### config.mk
export PLATFORM = sky130hd
export DESIGN_NAME = sfv_ram
export DESIGN_NICKNAME = d
export VERILOG_FILES = /design/src/design/sfv_ram.sv
export SDC_FILE = /design/constraint.sdc
export NUM_CORES = 1
export LEC_CHECK = 0
export ABC_CLOCK_PERIOD_IN_PS = 2490
export BUFFER_PORTS_ARGS = -buffer_cell sky130_fd_sc_hd__buf_2
export CORE_MARGIN = 4
export CORE_UTILIZATION = 60
export CTS_CLUSTER_DIAMETER = 80
export CTS_CLUSTER_SIZE = 14
export DETAILED_ROUTE_END_ITERATION = 10
export PLACE_DENSITY = 0.78
export SLEW_MARGIN = 20
export SYNTH_ARGS = -nofsm -noshare
export SYNTH_HDL_FRONTEND = slang
export SYNTH_SLANG_ARGS = --single-unit
### constraint.sdc
create_clock -name clk_i -period 2.49 [get_ports clk_i]
set_input_delay 0.3735 -clock clk_i [delete_from_list [all_inputs] [get_ports clk_i]]
set_output_delay 0.3735 -clock clk_i [all_outputs]
set_load 0.02 [all_outputs]
### src/design/sfv_ram.sv
`timescale 1ns / 1ps
`default_nettype none
module sfv_ram #(
  parameter int unsigned WIDTH = 8,
  parameter int unsigned DEPTH = 16,
  localparam int unsigned AW = (DEPTH > 1) ? $clog2(DEPTH) : 1
) (
  input  wire logic             clk_i,
  input  wire logic             we_i,
  input  wire logic [AW-1:0]    waddr_i,
  input  wire logic [WIDTH-1:0] wdata_i,
  input  wire logic             re_i,
  input  wire logic [AW-1:0]    raddr_i,
  output logic      [WIDTH-1:0] rdata_o
);

  logic [WIDTH-1:0] mem_q [DEPTH];

  always_ff @(posedge clk_i) begin
    if (we_i) begin
      mem_q[waddr_i] <= wdata_i;
    end
    if (re_i) begin
      rdata_o <= mem_q[raddr_i];
    end
  end

endmodule
`default_nettype wire

==> impl_metrics.py <==
metrics = {
    "outcome": {
        "status": "finished, final reports clean",
    },
    "place": {
        "gp_congestion": 0.733,
        "io_buffers": 26,
        "hpwl_microns": 6060,
        "place_area_sq_mm": 0.00556,
    },
    "clock_tree": {
        "numCtsBuffers": 17,
        "clk_pin_slew_ps": 60,
        "cts-root-buf": "clkbuf_8",
        "cts_tree": "yes",
        "clk_latency_ps": 510,
        "postCtsSetupRepairBufs": 0,
        "postCtsResizedCells": 0,
        "clockBufferDepth": 2,
        "numClockSinks": 136,
        "htree_num_levels": 4,
        "holdBufCountCts": 0,
    },
    "grt": {
        "grtUsageTotal_pct": 21.9,
        "grt_pass1_wl_microns": 15700,
        "grt_overflow": 0,
        "antenna_found_initial": 0,
        "grt_max_degree": 33,
        "grt_pass1_vias": 2621,
    },
    "sta": {
        "tns_ps": 0,
        "finalSetupViolations": 0,
        "final-hold-violation-count": 0,
        "timing.final.crit_share_pct": 62.6,
        "worst_pin_slew_ps": 781,
        "max_freq_mhz": 641,
        "drv_slew": 0,
        "rsz0062_at_grt": "no",
        "skew_ps": 5.60,
        "fin_crit_ps": 1560,
        "maxSlewHeadroom_pct": 47.8,
    },
    "logic_synthesis": {
        "synth-simple-area-share_pct": 3.14,
        "synth_fa_ha_area_share_pct": 0,
        "synth_warnings": 0,
        "ys_types": 18,
        "synth_seq_area_share_pct": 78.1,
        "synth_compound_area_share_pct": 2.30,
        "syn_nets": 248,
        "ys_ff_latch": 136,
        "syn_area_per_cell_sq_um": 22.8,
        "synthXorXnorAreaFrac_pct": 0,
        "synth.cell_area_sq_mm": 0.00523,
        "syn_inst": 229,
        "synth_top_family_by_area": "multiplexers",
        "synthMuxAreaShare_pct": 14.8,
    },
    "die": {
        "boundaryPins": 27,
        "die_h_microns": 101,
        "core_area_sq_mm": 0.00834,
        "dieArea_sq_mm": 0.0103,
        "rows": 33,
        "initial_core_util_pct": 62.7,
        "die-width_microns": 101,
    },
    "worst_setup_path": {
        "crit_buf_inv": 0,
        "critical-path-top-delay-family": "multiplexers",
        "cp-start-kind": "register",
        "path_cells": "mux4_1 > a22oi_1 > nand2_1",
        "critPathKind": "register to register",
        "crit_path_end_kind": "register",
        "path_max_fanout": 1,
        "required_ps": 2750,
        "cp_slowest_stage_delay_ps": 540,
        "critical-path-slowest-cell": "mux4_1",
        "arrival_ps": 1820,
    },
    "final_layout": {
        "fillers": 465,
        "layout_common_cells": "136 x edfxtp_1, 26 x buf_2, 18 x mux4_2",
        "syn2layout_area_growth_pct": 16.6,
        "stdcell_area_sq_mm": 0.00610,
        "multiInputGateArea_sq_mm": 0.00106,
        "final_common_cell": "edfxtp_1",
        "regArea_sq_mm": 0.00408,
        "drive_above_1_share_pct": 30.3,
        "fin_nets": 301,
        "antenna_cells": 0,
    },
    "detailed_routing": {
        "wl_per_cell_microns": 25.0,
        "vias": 2465,
        "drt_iter0_markers": 246,
        "drc_errors": 0,
        "wl_microns": 9990,
        "routed_via_density": 6.18,
        "first_pass_iters": 4,
        "ant_nets": 0,
    },
    "worst_hold_path": {
        "min_path_type": "primary input to register",
    },
    "pwr": {
        "pwr-share-comb_pct": 4.7,
        "power_per_cell_area_mw_per_mm2": 835,
        "power_frac_seq_pct": 51.0,
        "switching_share_pct": 19.9,
        "irDropWorstVdd_uv": 569,
        "power_leakage_nw": 2.07,
        "switchingPower_mw": 1.01,
        "clkPwrFrac_pct": 44.3,
        "p_int_mw": 4.08,
    },
    "flow_run": {
        "drv_cap": 0,
    },
}
[stage by stage]
step	setup slack (ps)	hold slack [ps]	cells	power (mW)	util, %
finish	930	235	399	5.09	73.1
global placement	542	728	368	2.87	66.7
detailed placement	525	754	368	2.88	66.7
floorplan	624	472	229	2.78	-
global route	892	220	399	5.25	73.1
CTS	918	206	399	5.13	73.1
[registers in the layout (all words and copies together) (netlist names)]
name and cells:
mem_q 128, rdata_o 8
[power by group through the flow]
| stage | sequential [mW] | clock, mW | combinational (mW) |
|---|---|---|---|
| finish | 2.60 | 2.25 | 0.242 |
| global route | 2.60 | 2.39 | 0.261 |
| CTS | 2.60 | 2.29 | 0.246 |
| detailed placement | 2.64 | 0 | 0.243 |
| global placement | 2.64 | 0 | 0.235 |
| floorplan | 2.65 | 0 | 0.130 |
[cell families after synthesis]
kind of cell	Yosys count
DFF	136
and+or+nand+nor	35
AOI/OAI and AO/OA	16
buffers and inverters	10
muxes	32
[cell type report]
cell class	count	area share, %
Multi-Input combinational cell	83	17.3
Tap cell	105	2.16
Sequential cell	136	67.0
Clock buffer	20	6.98
Timing Repair Buffer	44	4.76
Clock inverter	11	1.77
[metal layers]
metal  vias up  part of all wire [%]  track usage [%]
met5         -                     0                0
met4         0                   1.9             9.51
met3        13                   7.0             5.72
met2       110                    51             34.0
met1      1256                    40             29.9
li1       1086                     -                -
[Yosys cell counts, drive strengths merged]
cell / count / area [sq um]
nor2: 13 / 48.8
nor2b: 1 / 6.26
nand3b: 2 / 15.0
buf: 7 / 56.3
clkdlybuf4s25: 3 / 30.0
and2: 1 / 6.26
nor3: 4 / 20.0
or3b: 1 / 8.76
mux4: 32 / 773
nand2b: 2 / 12.5
and2b: 1 / 7.51
nand2: 9 / 33.8
a22oi: 16 / 120
nand3: 1 / 5.00
edfxtp: 136 / 4080
[final timing paths]
path                                             start              endpoint  slack, ps  depth (start not counted)
worst min register to register  mem_q[14][1]$_DFFE_PP_  rdata_o[1]$_DFFE_PP_        760                          3
worst max register to register   mem_q[0][2]$_DFFE_PP_  rdata_o[2]$_DFFE_PP_        930                          3
worst min-delay path                              re_i  rdata_o[1]$_DFFE_PP_        240                          1
worst max-delay path             mem_q[0][2]$_DFFE_PP_  rdata_o[2]$_DFFE_PP_        930                          3
Power figures use the tool's default switching activity.
